### config.mk
export PLATFORM = sky130hd
export DESIGN_NAME = c_like_lexer
export DESIGN_NICKNAME = d
export VERILOG_FILES = /design/src/rtl/cll_pkg.sv /design/src/rtl/cll_scan.sv /design/src/rtl/cll_outq.sv /design/src/rtl/c_like_lexer.sv
export SDC_FILE = /design/constraint.sdc
export NUM_CORES = 1
export LEC_CHECK = 0
export BUFFER_PORTS_ARGS = -buffer_cell sky130_fd_sc_hd__buf_2
export CAP_MARGIN = 20
export CORE_ASPECT_RATIO = 1.25
export CORE_MARGIN = 5
export CORE_UTILIZATION = 63
export CTS_BUF_LIST = sky130_fd_sc_hd__clkbuf_8
export DETAILED_ROUTE_END_ITERATION = 8
export GPL_TIMING_DRIVEN = 0
export HOLD_SLACK_MARGIN = 0.08
export PLACE_DENSITY = 0.82
export SYNTH_ARGS = -nofsm -noshare
export SYNTH_HDL_FRONTEND = slang
export SYNTH_SLANG_ARGS = --single-unit
export TNS_END_PERCENT = 10
### constraint.sdc
create_clock -name clk -period 5.2 [get_ports clk]
set_input_delay 0.78 -clock clk [delete_from_list [all_inputs] [get_ports clk]]
set_output_delay 0.78 -clock clk [all_outputs]
set_load 0.02 [all_outputs]
### src/rtl/cll_pkg.sv
// ----------------------------------------------------------------------------
// cll_pkg: shared types and constants for the C-like lexer
// Token codes, scan modes, result record and character class helpers.
// ----------------------------------------------------------------------------
package cll_pkg;

  localparam int MAX_TEXT_CHARS = 8;
  localparam logic [63:0] TEXT_MASK = {64{1'b1}} >> (64 - 8 * MAX_TEXT_CHARS);
  localparam logic [5:0] TEXT_CAP = 6'(MAX_TEXT_CHARS);

  localparam logic [63:0] KW_FUNC   = 64'h0000_0000_636e_7566;
  localparam logic [63:0] KW_RETURN = 64'h0000_6e72_7574_6572;
  localparam logic [63:0] KW_IF     = 64'h0000_0000_0000_6669;
  localparam logic [63:0] KW_WHILE  = 64'h0000_0065_6c69_6877;
  localparam logic [63:0] TXT_EQ    = 64'h0000_0000_0000_3d3d;

  localparam logic [7:0] CH_NUL   = 8'h00;
  localparam logic [7:0] CH_LF    = 8'h0a;
  localparam logic [7:0] CH_SLASH = 8'h2f;
  localparam logic [7:0] CH_STAR  = 8'h2a;
  localparam logic [7:0] CH_EQUAL = 8'h3d;
  localparam logic [7:0] CH_UNDER = 8'h5f;

  typedef enum logic [4:0] {
    TT_FUNC    = 5'd0,
    TT_RET     = 5'd1,
    TT_IF      = 5'd2,
    TT_LOOP    = 5'd3,
    TT_ID      = 5'd4,
    TT_NUM     = 5'd5,
    TT_OPAREN  = 5'd6,
    TT_CPAREN  = 5'd7,
    TT_OBRACE  = 5'd8,
    TT_CBRACE  = 5'd9,
    TT_SEP     = 5'd10,
    TT_SEMI    = 5'd11,
    TT_SET     = 5'd12,
    TT_PLUS    = 5'd13,
    TT_SUB     = 5'd14,
    TT_MUL     = 5'd15,
    TT_DIV     = 5'd16,
    TT_EQ      = 5'd17,
    TT_LT      = 5'd18,
    TT_GT      = 5'd19,
    TT_EOF     = 5'd20,
    TT_UNKNOWN = 5'd21
  } tok_t;

  typedef enum logic [7:0] {
    S_IDLE  = 8'b0000_0001,
    S_NUM   = 8'b0000_0010,
    S_IDENT = 8'b0000_0100,
    S_SLASH = 8'b0000_1000,
    S_EQ    = 8'b0001_0000,
    S_LINE  = 8'b0010_0000,
    S_BLOCK = 8'b0100_0000,
    S_STAR  = 8'b1000_0000
  } mode_t;

  typedef struct packed {
    tok_t        token_type;
    logic [63:0] token_text;
    logic [5:0]  text_length;
    logic        text_truncated;
    logic        last;
  } res_t;

  typedef struct packed {
    res_t       r0;
    res_t       r1;
    logic [1:0] n;
  } scan_out_t;

  typedef struct packed {
    logic [2:0] count;
    logic       space_ok;
  } q_stat_t;

  function automatic logic is_space(input logic [7:0] c);
    return (c inside {[8'd9:8'd13], 8'd32});
  endfunction

  function automatic logic is_digit(input logic [7:0] c);
    return (c inside {[8'h30:8'h39]});
  endfunction

  function automatic logic is_alpha(input logic [7:0] c);
    return (c inside {[8'h61:8'h7a], [8'h41:8'h5a]});
  endfunction

  function automatic tok_t punct_type(input logic [7:0] c);
    tok_t t;
    case (c)
      8'h28:   t = TT_OPAREN;
      8'h29:   t = TT_CPAREN;
      8'h7b:   t = TT_OBRACE;
      8'h7d:   t = TT_CBRACE;
      8'h2c:   t = TT_SEP;
      8'h3b:   t = TT_SEMI;
      8'h2b:   t = TT_PLUS;
      8'h2d:   t = TT_SUB;
      8'h2a:   t = TT_MUL;
      8'h3c:   t = TT_LT;
      8'h3e:   t = TT_GT;
      default: t = TT_UNKNOWN;
    endcase
    return t;
  endfunction

  function automatic res_t make_res(input tok_t t, input logic [63:0] txt,
                                    input logic [5:0] len);
    res_t r;
    r.token_type     = t;
    r.token_text     = txt & TEXT_MASK;
    r.text_length    = len;
    r.text_truncated = (len > TEXT_CAP);
    r.last           = 1'b0;
    return r;
  endfunction

  function automatic tok_t word_type(input logic [63:0] buf_v, input logic [5:0] cnt);
    tok_t t;
    if (cnt == 6'd4 && buf_v == KW_FUNC) begin
      t = TT_FUNC;
    end else if (cnt == 6'd6 && buf_v == KW_RETURN) begin
      t = TT_RET;
    end else if (cnt == 6'd2 && buf_v == KW_IF) begin
      t = TT_IF;
    end else if (cnt == 6'd5 && buf_v == KW_WHILE) begin
      t = TT_LOOP;
    end else begin
      t = TT_ID;
    end
    return t;
  endfunction

endpackage

### src/rtl/cll_scan.sv
// ----------------------------------------------------------------------------
// cll_scan: lexer scan state and per-byte step logic
// Holds mode, end flag and pending token text; yields up to two tokens.
// ----------------------------------------------------------------------------
module cll_scan import cll_pkg::*; (
  input  logic       clk,
  input  logic       rst_n,
  input  logic       step,
  input  logic [7:0] ch,
  output scan_out_t  so
);

  mode_t       mode_r, mode_nxt;
  logic        end_r, end_nxt;
  logic [63:0] buf_r, buf_nxt;
  logic [5:0]  cnt_r, cnt_nxt;

  logic pend_v, sec_v, do_idle;
  res_t pend, sec;
  res_t flush_num, flush_word, tok_div, tok_assign;
  logic [63:0] add_buf;
  logic [5:0]  add_cnt;

  always_comb begin
    flush_num  = make_res(TT_NUM, buf_r, cnt_r);
    flush_word = make_res(word_type(buf_r, cnt_r), buf_r, cnt_r);
    tok_div    = make_res(TT_DIV, {56'd0, CH_SLASH}, 6'd1);
    tok_assign = make_res(TT_SET, {56'd0, CH_EQUAL}, 6'd1);
    add_buf    = buf_r;
    if (cnt_r < 6'd8) begin
      add_buf[{cnt_r[2:0], 3'b000} +: 8] = ch;
    end
    add_cnt = (cnt_r < 6'd63) ? cnt_r + 6'd1 : cnt_r;
  end

  always_comb begin
    mode_nxt = mode_r;
    end_nxt  = end_r;
    buf_nxt  = buf_r;
    cnt_nxt  = cnt_r;
    pend_v   = 1'b0;
    sec_v    = 1'b0;
    pend     = flush_num;
    sec      = make_res(TT_EOF, 64'd0, 6'd0);
    do_idle  = 1'b0;
    if (end_r) begin
      mode_nxt = mode_r;
    end else if (ch == CH_NUL) begin
      sec_v    = 1'b1;
      mode_nxt = S_IDLE;
      end_nxt  = 1'b1;
      case (mode_r)
        S_NUM:   begin pend_v = 1'b1; pend = flush_num;  end
        S_IDENT: begin pend_v = 1'b1; pend = flush_word; end
        S_SLASH: begin pend_v = 1'b1; pend = tok_div;    end
        S_EQ:    begin pend_v = 1'b1; pend = tok_assign; end
        default: pend_v = 1'b0;
      endcase
    end else begin
      case (mode_r)
        S_NUM: begin
          if (is_digit(ch)) begin
            buf_nxt = add_buf;
            cnt_nxt = add_cnt;
          end else begin
            pend_v  = 1'b1;
            pend    = flush_num;
            do_idle = 1'b1;
          end
        end
        S_IDENT: begin
          if (is_alpha(ch) || is_digit(ch) || ch == CH_UNDER) begin
            buf_nxt = add_buf;
            cnt_nxt = add_cnt;
          end else begin
            pend_v  = 1'b1;
            pend    = flush_word;
            do_idle = 1'b1;
          end
        end
        S_SLASH: begin
          if (ch == CH_SLASH) begin
            mode_nxt = S_LINE;
          end else if (ch == CH_STAR) begin
            mode_nxt = S_BLOCK;
          end else begin
            pend_v  = 1'b1;
            pend    = tok_div;
            do_idle = 1'b1;
          end
        end
        S_EQ: begin
          pend_v = 1'b1;
          if (ch == CH_EQUAL) begin
            pend     = make_res(TT_EQ, TXT_EQ, 6'd2);
            mode_nxt = S_IDLE;
          end else begin
            pend    = tok_assign;
            do_idle = 1'b1;
          end
        end
        S_LINE: begin
          if (ch == CH_LF) mode_nxt = S_IDLE;
        end
        S_BLOCK: begin
          if (ch == CH_STAR) mode_nxt = S_STAR;
        end
        S_STAR: begin
          if (ch == CH_SLASH) begin
            mode_nxt = S_IDLE;
          end else if (ch != CH_STAR) begin
            mode_nxt = S_BLOCK;
          end
        end
        default: do_idle = 1'b1;
      endcase
      if (do_idle) begin
        mode_nxt = S_IDLE;
        if (is_space(ch)) begin
          mode_nxt = S_IDLE;
        end else if (is_digit(ch)) begin
          buf_nxt  = {56'd0, ch};
          cnt_nxt  = 6'd1;
          mode_nxt = S_NUM;
        end else if (is_alpha(ch) || ch == CH_UNDER) begin
          buf_nxt  = {56'd0, ch};
          cnt_nxt  = 6'd1;
          mode_nxt = S_IDENT;
        end else if (ch == CH_SLASH) begin
          mode_nxt = S_SLASH;
        end else if (ch == CH_EQUAL) begin
          mode_nxt = S_EQ;
        end else begin
          sec_v = 1'b1;
          sec   = make_res(punct_type(ch), {56'd0, ch}, 6'd1);
        end
      end
    end
  end

  // pack emitted tokens in order, flag the final one
  always_comb begin
    so.n  = {1'b0, pend_v} + {1'b0, sec_v};
    so.r0 = pend_v ? pend : sec;
    so.r1 = sec;
    so.r0.last = !(pend_v && sec_v);
    so.r1.last = 1'b1;
  end

  always_ff @(posedge clk) begin
    if (!rst_n) begin
      mode_r <= S_IDLE;
      end_r  <= 1'b0;
      buf_r  <= 64'd0;
      cnt_r  <= 6'd0;
    end else if (step) begin
      mode_r <= mode_nxt;
      end_r  <= end_nxt;
      buf_r  <= buf_nxt;
      cnt_r  <= cnt_nxt;
    end
  end

endmodule

### src/rtl/cll_outq.sv
// ----------------------------------------------------------------------------
// cll_outq: token result queue
// Four-entry queue taking up to two tokens per cycle, one out per cycle.
// ----------------------------------------------------------------------------
module cll_outq import cll_pkg::*; (
  input  logic      clk,
  input  logic      rst_n,
  input  logic      push,
  input  scan_out_t so,
  input  logic      pop,
  output res_t      head,
  output q_stat_t   stat
);

  res_t       mem [4];
  logic [1:0] wp_r, wp_nxt;
  logic [1:0] rp_r, rp_nxt;
  logic [2:0] cnt_r, cnt_nxt;
  logic [1:0] n_in;
  logic [1:0] wp_p1;

  assign n_in  = push ? so.n : 2'd0;
  assign wp_p1 = wp_r + 2'd1;

  always_comb begin
    wp_nxt  = wp_r + n_in;
    rp_nxt  = rp_r + {1'b0, pop};
    cnt_nxt = cnt_r + {1'b0, n_in} - {2'b00, pop};
  end

  always_ff @(posedge clk) begin
    if (n_in != 2'd0) begin
      mem[wp_r] <= so.r0;
    end
    if (n_in == 2'd2) begin
      mem[wp_p1] <= so.r1;
    end
  end

  always_ff @(posedge clk) begin
    if (!rst_n) begin
      wp_r  <= 2'd0;
      rp_r  <= 2'd0;
      cnt_r <= 3'd0;
    end else begin
      wp_r  <= wp_nxt;
      rp_r  <= rp_nxt;
      cnt_r <= cnt_nxt;
    end
  end

  assign head          = mem[rp_r];
  assign stat.count    = cnt_r;
  assign stat.space_ok = (cnt_r <= 3'd2);

endmodule

### src/rtl/c_like_lexer.sv
// ----------------------------------------------------------------------------
// c_like_lexer: streaming tokenizer for a small C-like language
// Bytes in, tokens out; comments and whitespace skipped, zero byte ends input.
//
//   channel   ports                                   dir  width
//   source    in_valid/in_ready/in_ch                 in   8
//   tokens    out_valid/out_ready/out_token_type,     out  5+64+6+1+1
//             out_token_text/out_text_length/
//             out_text_truncated/out_last
//
// One byte per cycle: byte register, one scan step, four-entry token queue.
// An accepted byte is registered, then scanned, and its tokens are written to the queue.
// A byte that yields two tokens holds two queue slots; scanning stalls when the
// queue has fewer than two free slots, and input stalls while a byte waits.
// Synchronous active-low reset clears the scan state and empties the queue.
// ----------------------------------------------------------------------------
module c_like_lexer import cll_pkg::*; (
  input  logic        clk,
  input  logic        rst_n,
  input  logic        in_valid,
  output logic        in_ready,
  input  logic [7:0]  in_ch,
  output logic        out_valid,
  input  logic        out_ready,
  output logic [4:0]  out_token_type,
  output logic [63:0] out_token_text,
  output logic [5:0]  out_text_length,
  output logic        out_text_truncated,
  output logic        out_last
);

  logic       in_vld_r, in_vld_nxt;
  logic [7:0] ch_r;
  logic       step, in_acc, pop;
  scan_out_t  so;
  res_t       head;
  q_stat_t    stat;

  assign step     = in_vld_r && stat.space_ok;
  assign in_ready = !in_vld_r || stat.space_ok;
  assign in_acc   = in_valid && in_ready;
  assign pop      = out_valid && out_ready;

  always_comb begin
    in_vld_nxt = in_acc || (in_vld_r && !step);
  end

  always_ff @(posedge clk) begin
    if (!rst_n) begin
      in_vld_r <= 1'b0;
    end else begin
      in_vld_r <= in_vld_nxt;
    end
  end

  always_ff @(posedge clk) begin
    if (in_acc) ch_r <= in_ch;
  end

  cll_scan u_scan (
    .clk   (clk),
    .rst_n (rst_n),
    .step  (step),
    .ch    (ch_r),
    .so    (so)
  );

  cll_outq u_outq (
    .clk   (clk),
    .rst_n (rst_n),
    .push  (step),
    .so    (so),
    .pop   (pop),
    .head  (head),
    .stat  (stat)
  );

  assign out_valid          = (stat.count != 3'd0);
  assign out_token_type     = head.token_type;
  assign out_token_text     = head.token_text;
  assign out_text_length    = head.text_length;
  assign out_text_truncated = head.text_truncated;
  assign out_last           = head.last;

  a_q_bound: assert property (@(posedge clk) disable iff (!rst_n)
    stat.count <= 3'd4)
    else $error("token queue overflow");

  a_eof_last: assert property (@(posedge clk) disable iff (!rst_n)
    (out_valid && out_token_type == TT_EOF) |-> out_last)
    else $error("eof token not marked last");

  a_q_hold: assert property (@(posedge clk) disable iff (!rst_n)
    (!step && !pop) |=> (stat.count == $past(stat.count)))
    else $error("queue count moved without request");

  a_q_fill: assert property (@(posedge clk) disable iff (!rst_n)
    (step && so.n == 2'd2 && !pop) |=> (stat.count == $past(stat.count) + 3'd2))
    else $error("two-token step lost a request");

endmodule

* After elaboration in Yosys (flattened, before gate mapping)
Memories as Yosys holds them, arrays and structs flattened. A register that Yosys moved wholly into a read port is not among the register bits.
Index checks and enable logic that the tools add are counted.
** Storage, ports and cells
- Bits in writable memories :: 308
- Bits in registers :: 95
- Output and inout port bits :: 79
- Memories kept :: 1
- Logic and storage cells :: 184
** Cells by class
- $add $sub $neg :: 8
- Reductions and logical operators :: 31
- Shift-type cells :: 2
- Order comparisons :: 12
- Bitwise gates (word level) :: 2
- Multiplexer cells :: 81
- Equal/unequal tests :: 38
** Memories
- u_outq.mem :: words 4, width 77, read ports 1, clocked after memory_dff 1, write ports 2, line cll_outq.sv:15 : res_t mem [4];
** Operator list (count)
- $mux 77 :: 15
- $pmux 77 s3 :: 2
- $mux 64 :: 7
- $pmux 64 s2 :: 1
- $eq 8x6->1 const B :: 13
- $mux 8 :: 13
- $bwmux 64 :: 1
- $eq 64x15->1 const B :: 1
- $eq 64x31->1 const B :: 1
- $eq 64x39->1 const B :: 1
- $eq 64x47->1 const B :: 1
- $shift 8x8->64 const A :: 1
- $shiftx 8x8->64 :: 1
- $pmux 5 s11 :: 1
- $mux 6 :: 7
- $pmux 8 s5 :: 1
- $eq 8x7->1 const B :: 4
- $mux 1 :: 23
- $mux 5 :: 4
- $eq 6x3->1 const B :: 3
- $eq 8x4->1 const B :: 2
- $ge 8x7->1 const B :: 2
- $le 8x7->1 const B :: 2
- $logic_and 1x1->1 :: 13
- other kinds (41) :: 54

* Logic depth before layout (Yosys ltp)
- Word-level depth :: 17
- Gate-level depth with buffers :: 17

* Hierarchy
Synthesis repeated with hierarchy kept, for this count alone.
** Unflattened totals
- Cell total of the unflattened synthesis :: 1560
- Area, all modules :: 21538.2 um2
** Modules (own cells, without submodules)
- cll_outq :: instances 1, cells each 799, area an instance 15279.7 um2
- cll_scan :: instances 1, cells each 745, area an instance 5948.2 um2
- c_like_lexer :: instances 1, cells each 16, area an instance 310.3 um2

* Worst setup path before layout
Ideal clock, no wire load.
- Path type :: register to register
- Start :: register u_scan.mode_r[7]
- End :: memory u_outq.mem[2][0] (netlist bit)
- Library setup time :: 0.117 ns
- Arrival :: 4.088 ns
- Stages on the path, launching flop included :: 16
- Path slack :: 0.994 ns
- Buffers on the path :: 1
- Path through :: dfxtp_1 -> buf_2 -> or4_4 -> or3_4 -> o22ai_2 -> a21o_1 -> nor2_1 -> o32a_1 -> nor2_1 -> ha_1 -> and3_1 -> a31oi_1 -> nor2_1 -> nor2_1 -> inv_1 -> o22a_1
** RTL lines
- from (decl) :: line cll_scan.sv:13 : mode_t mode_r, mode_nxt;
- from (signal assigned) :: line cll_scan.sv:157 : mode_r <= mode_nxt;
- to (decl) :: line cll_outq.sv:15

==> impl_metrics.json <==
{
  "ctsHoldBuffers": 0,
  "rsz0062_at_grt": "no",
  "die_w_um": 158,
  "syn_area_per_cell_sq_um": 11.2,
  "critPathArrivalTime_ns": 5.59,
  "clock_latency_ns": 0.62,
  "critical_path.top_delay_family": "compound AO/OA/AOI/OAI gates",
  "cts_max_level": 2,
  "finalSetupViolCount": 0,
  "antenna_found_initial": 0,
  "gr-total-overflow": 0,
  "p_sw_mw": 1.86,
  "power_mw": 6.66,
  "ys_async_sr_fraction_pct": 0,
  "synth-seq-area-share_pct": 50.3,
  "cts_tree": "yes",
  "cts.sinks": 403,
  "crit_path_start_kind": "flop",
  "synth_area_leaders": "dfxtp_1, a22o_1, edfxtp_1, mux4_2, nand2_1",
  "drtPass1Iterations": 8,
  "critPathSlowestCell": "a2111oi_1",
  "drc_errors": 0,
  "finClkSkew_ns": 0.0197,
  "setup_ws_ns": 0.151,
  "p_int_mw": 4.79,
  "r2r-end": "u_outq.mem[2][49]$_SDFFE_PP0P_",
  "crit_type": "reg2reg",
  "hp-start": "in_ch[5]",
  "p_leak_nw": 7.25,
  "fmax_mhz": 198,
  "vias": 14700,
  "outcome": "finished clean",
  "drv_slew": 0,
  "yosysTopAreaCellShare_pct": 39.2,
  "power.density_mw_per_mm2": 342,
  "areaGrowthSynthToFinish_pct": 12.4,
  "irDropWorstVdd_mv": 0.281,
  "drive_above_1_share_pct": 19.1,
  "cp_max_fo": 10,
  "nets": 1732,
  "crit_buf_inv": 5,
  "seqPwrFrac_pct": 48.9,
  "hpwl_mm": 35.9,
  "fin_crit_sh_pct": 97.1,
  "core_area_sq_mm": 0.0270,
  "hold_viol_final": 0,
  "worstHoldPathType": "in2reg",
  "ant_nets": 0,
  "n_antenna_cell": 0,
  "drt-met1-wl_mm": 19.1,
  "numPortBuffers": 89,
  "synth_cells": 1548,
  "routed-wl-met2_mm": 24.8,
  "io_pins": 91,
  "placementRows": 67,
  "dr_wl_met3_mm": 4.42,
  "clock_power_share_pct": 36.7,
  "synth_top_flop_cell": "dfxtp_1",
  "cts_buffers": 59,
  "ys_ff_latch": 403,
  "fin_util_pct": 72.1,
  "fp.dieH_um": 195,
  "place_ws_ns": -0.650,
  "stdcell_count": 2094,
  "synth_cell_types": 86,
  "p_sw_share_pct": 28.0,
  "grt_pass1_vias": 14500,
  "dp_cells": 1986,
  "drt_iter0_markers": 1744,
  "place_congestion": 0.980,
  "yosysMostFrequentCell": "dfxtp_1",
  "cts_buffer_depth": 3,
  "crit_chain": "clkbuf_1, inv_1, a211o_1, a2111oi_1, o21ai_0, nor2_1, o32a_1, nor2_1, ha_1, and3_1, a31oi_4, or2_2, clkbuf_1, nor3_2, clkbuf_4, buf_4, a22o_1",
  "synth_warnings": 0,
  "reg2regPathDepth": 17,
  "reg2reg_setup_slack_ns": 0.15,
  "top_layer": "met4",
  "min_to": "ch_r[5]$_DFFE_PP_",
  "n_fill_cell": 1972,
  "avgRoutedWirePerCell_um": 24.8,
  "cp.required_ns": 5.74,
  "period_minus_slack_ns": 5.05,
  "grt_usage_pct": 32.8,
  "hold_depth": 1,
  "ys_top_cells_by_count": "dfxtp_1, a22o_1, nand2_1",
  "vias_per_cell": 7.01,
  "grt_pass1_wl_mm": 80.2,
  "synth_edf_count": 64,
  "totalWireLength_mm": 51.9,
  "reg2reg_from": "u_scan.mode_r[6]$_SDFFE_PN0P_",
  "cts-root-buf": "clkbuf_8",
  "max_stage_delay_ns": 0.55,
  "die_area_sq_mm": 0.0309,
  "combPwrFrac_pct": 14.5,
  "maxCapViolations": 0,
  "worst_pin_slew_ns": 1.12,
  "cp-end-kind": "flop",
  "syn_nets": 1574,
  "clk_pin_slew_ns": 0.06,
  "syn_area_sq_mm": 0.0173,
  "maxSlewHeadroom_pct": 25.2,
  "grt_max_degree": 16,
  "start_util_pct": 64.2,
  "setup_tns_ns": 0,
  "synth_top_cell_by_area": "dfxtp_1"
}
[flip-flops by register name, indices dropped and copies added, names as in the netlist]
signal and flops:
u_outq.mem 308, u_scan.buf_r 64, u_outq.wp_r 2, u_scan.end_r 1, ch_r 8, u_outq.rp_r 2, u_scan.mode_r 8, u_scan.cnt_r 6
in_vld_r 1, u_outq.cnt_r 3
[how the worst max path moves through the flow]
| stage | from | to | cells after the start |
|---|---|---|---|
| floorplan | u_scan.mode_r[7]$_SDFFE_PN0P_ | u_outq.mem[2][0]$_SDFFE_PP1P_ | 15 |
| global placement | ch_r[7]$_DFFE_PP_ | u_outq.mem[2][0]$_SDFFE_PP1P_ | 14 |
| detailed placement | u_scan.mode_r[6]$_SDFFE_PN0P_ | u_outq.mem[0][0]$_SDFFE_PP1P_ | 16 |
| CTS | u_scan.mode_r[6]$_SDFFE_PN0P_ | u_outq.mem[2][76]$_DFFE_PP_ | 15 |
| global route | u_scan.mode_r[6]$_SDFFE_PN0P_ | u_outq.mem[2][55]$_SDFFE_PP0P_ | 17 |
| finish | u_scan.mode_r[6]$_SDFFE_PN0P_ | u_outq.mem[2][49]$_SDFFE_PP0P_ | 17 |
[placed cells by master (no fill, tap or decap), types with 6 or more instances in the layout]
cell type,instances
nor4_1,22
a22o_1,248
nor4bb_1,8
or2_2,6
mux4_2,77
inv_1,40
clkinv_2,6
clkbuf_8,72
nand3_1,30
nand4b_1,6
mux2i_1,7
or3_1,14
o22ai_1,51
o211ai_1,6
clkbuf_1,71
and2_1,14
clkinv_1,6
o2bb2ai_1,17
and3_1,8
nand2_1,159
a21oi_1,36
buf_6,16
buf_2,104
nor3_1,25
edfxtp_1,64
or4_1,7
nor2_1,48
nand4_1,16
o21ai_0,59
buf_1,15
xnor2_1,6
nand2b_1,8
buf_4,9
dfxtp_1,339
ha_1,13
[power groups by stage]
stage          clock (mW)  combinational, mW  sequential (mW)
2_1_floorplan           0              0.655             3.31
3_3_place_gp            0              0.920             3.32
3_5_place_dp            0              0.934             3.32
4_1_cts              2.46              0.946             3.25
5_1_grt              2.61               1.02             3.25
6_report             2.44              0.965             3.25
[cell type report]
cell class | count | area, sq um | area share (%)
Clock buffer | 72 | 991 | 5.09
Multi-Input combinational cell | 998 | 7980 | 41.0
Inverter | 25 | 101 | 0.521
Tap cell | 345 | 432 | 2.22
Timing Repair Buffer | 97 | 509 | 2.62
Clock inverter | 32 | 136 | 0.701
Sequential cell | 403 | 8710 | 44.7
Buffer | 122 | 604 | 3.11
[per-layer routing]
metal | global-route usage, % | vias up
met2 | 52.9 | 936
met4 | 19.4 | 0
li1 | - | 6356
met5 | 0 | -
met3 | 5.71 | 245
met1 | 41.3 | 7136
[per-stage QoR]
stage               instance area [sq um]  hold slack (ns)
finish                              19500            0.349
global route                        19500            0.328
CTS                                 19400            0.313
detailed placement                  18200            0.452
global placement                    18200            0.442
floorplan                           17300            0.428
[repair_timing]
action / CTS / global route
buffers inserted: 2 / 0
endpoints found under the setup margin: 270 / 236
resized for setup: 12 / 8
gates cloned: 0 / 0
[kinds of logic after synthesis]
family / Yosys count / synth area share (%)
xor gates and xnor gates: 9 / 0.455
DFF: 403 / 50.3
and+or+nand+nor: 408 / 12.2
buffers and inverters: 147 / 4.00
AOI/OAI and AO/OA: 483 / 21.6
adders and majority gates: 14 / 1.05
muxes: 84 / 10.4
Power figures use the tool's default switching activity.
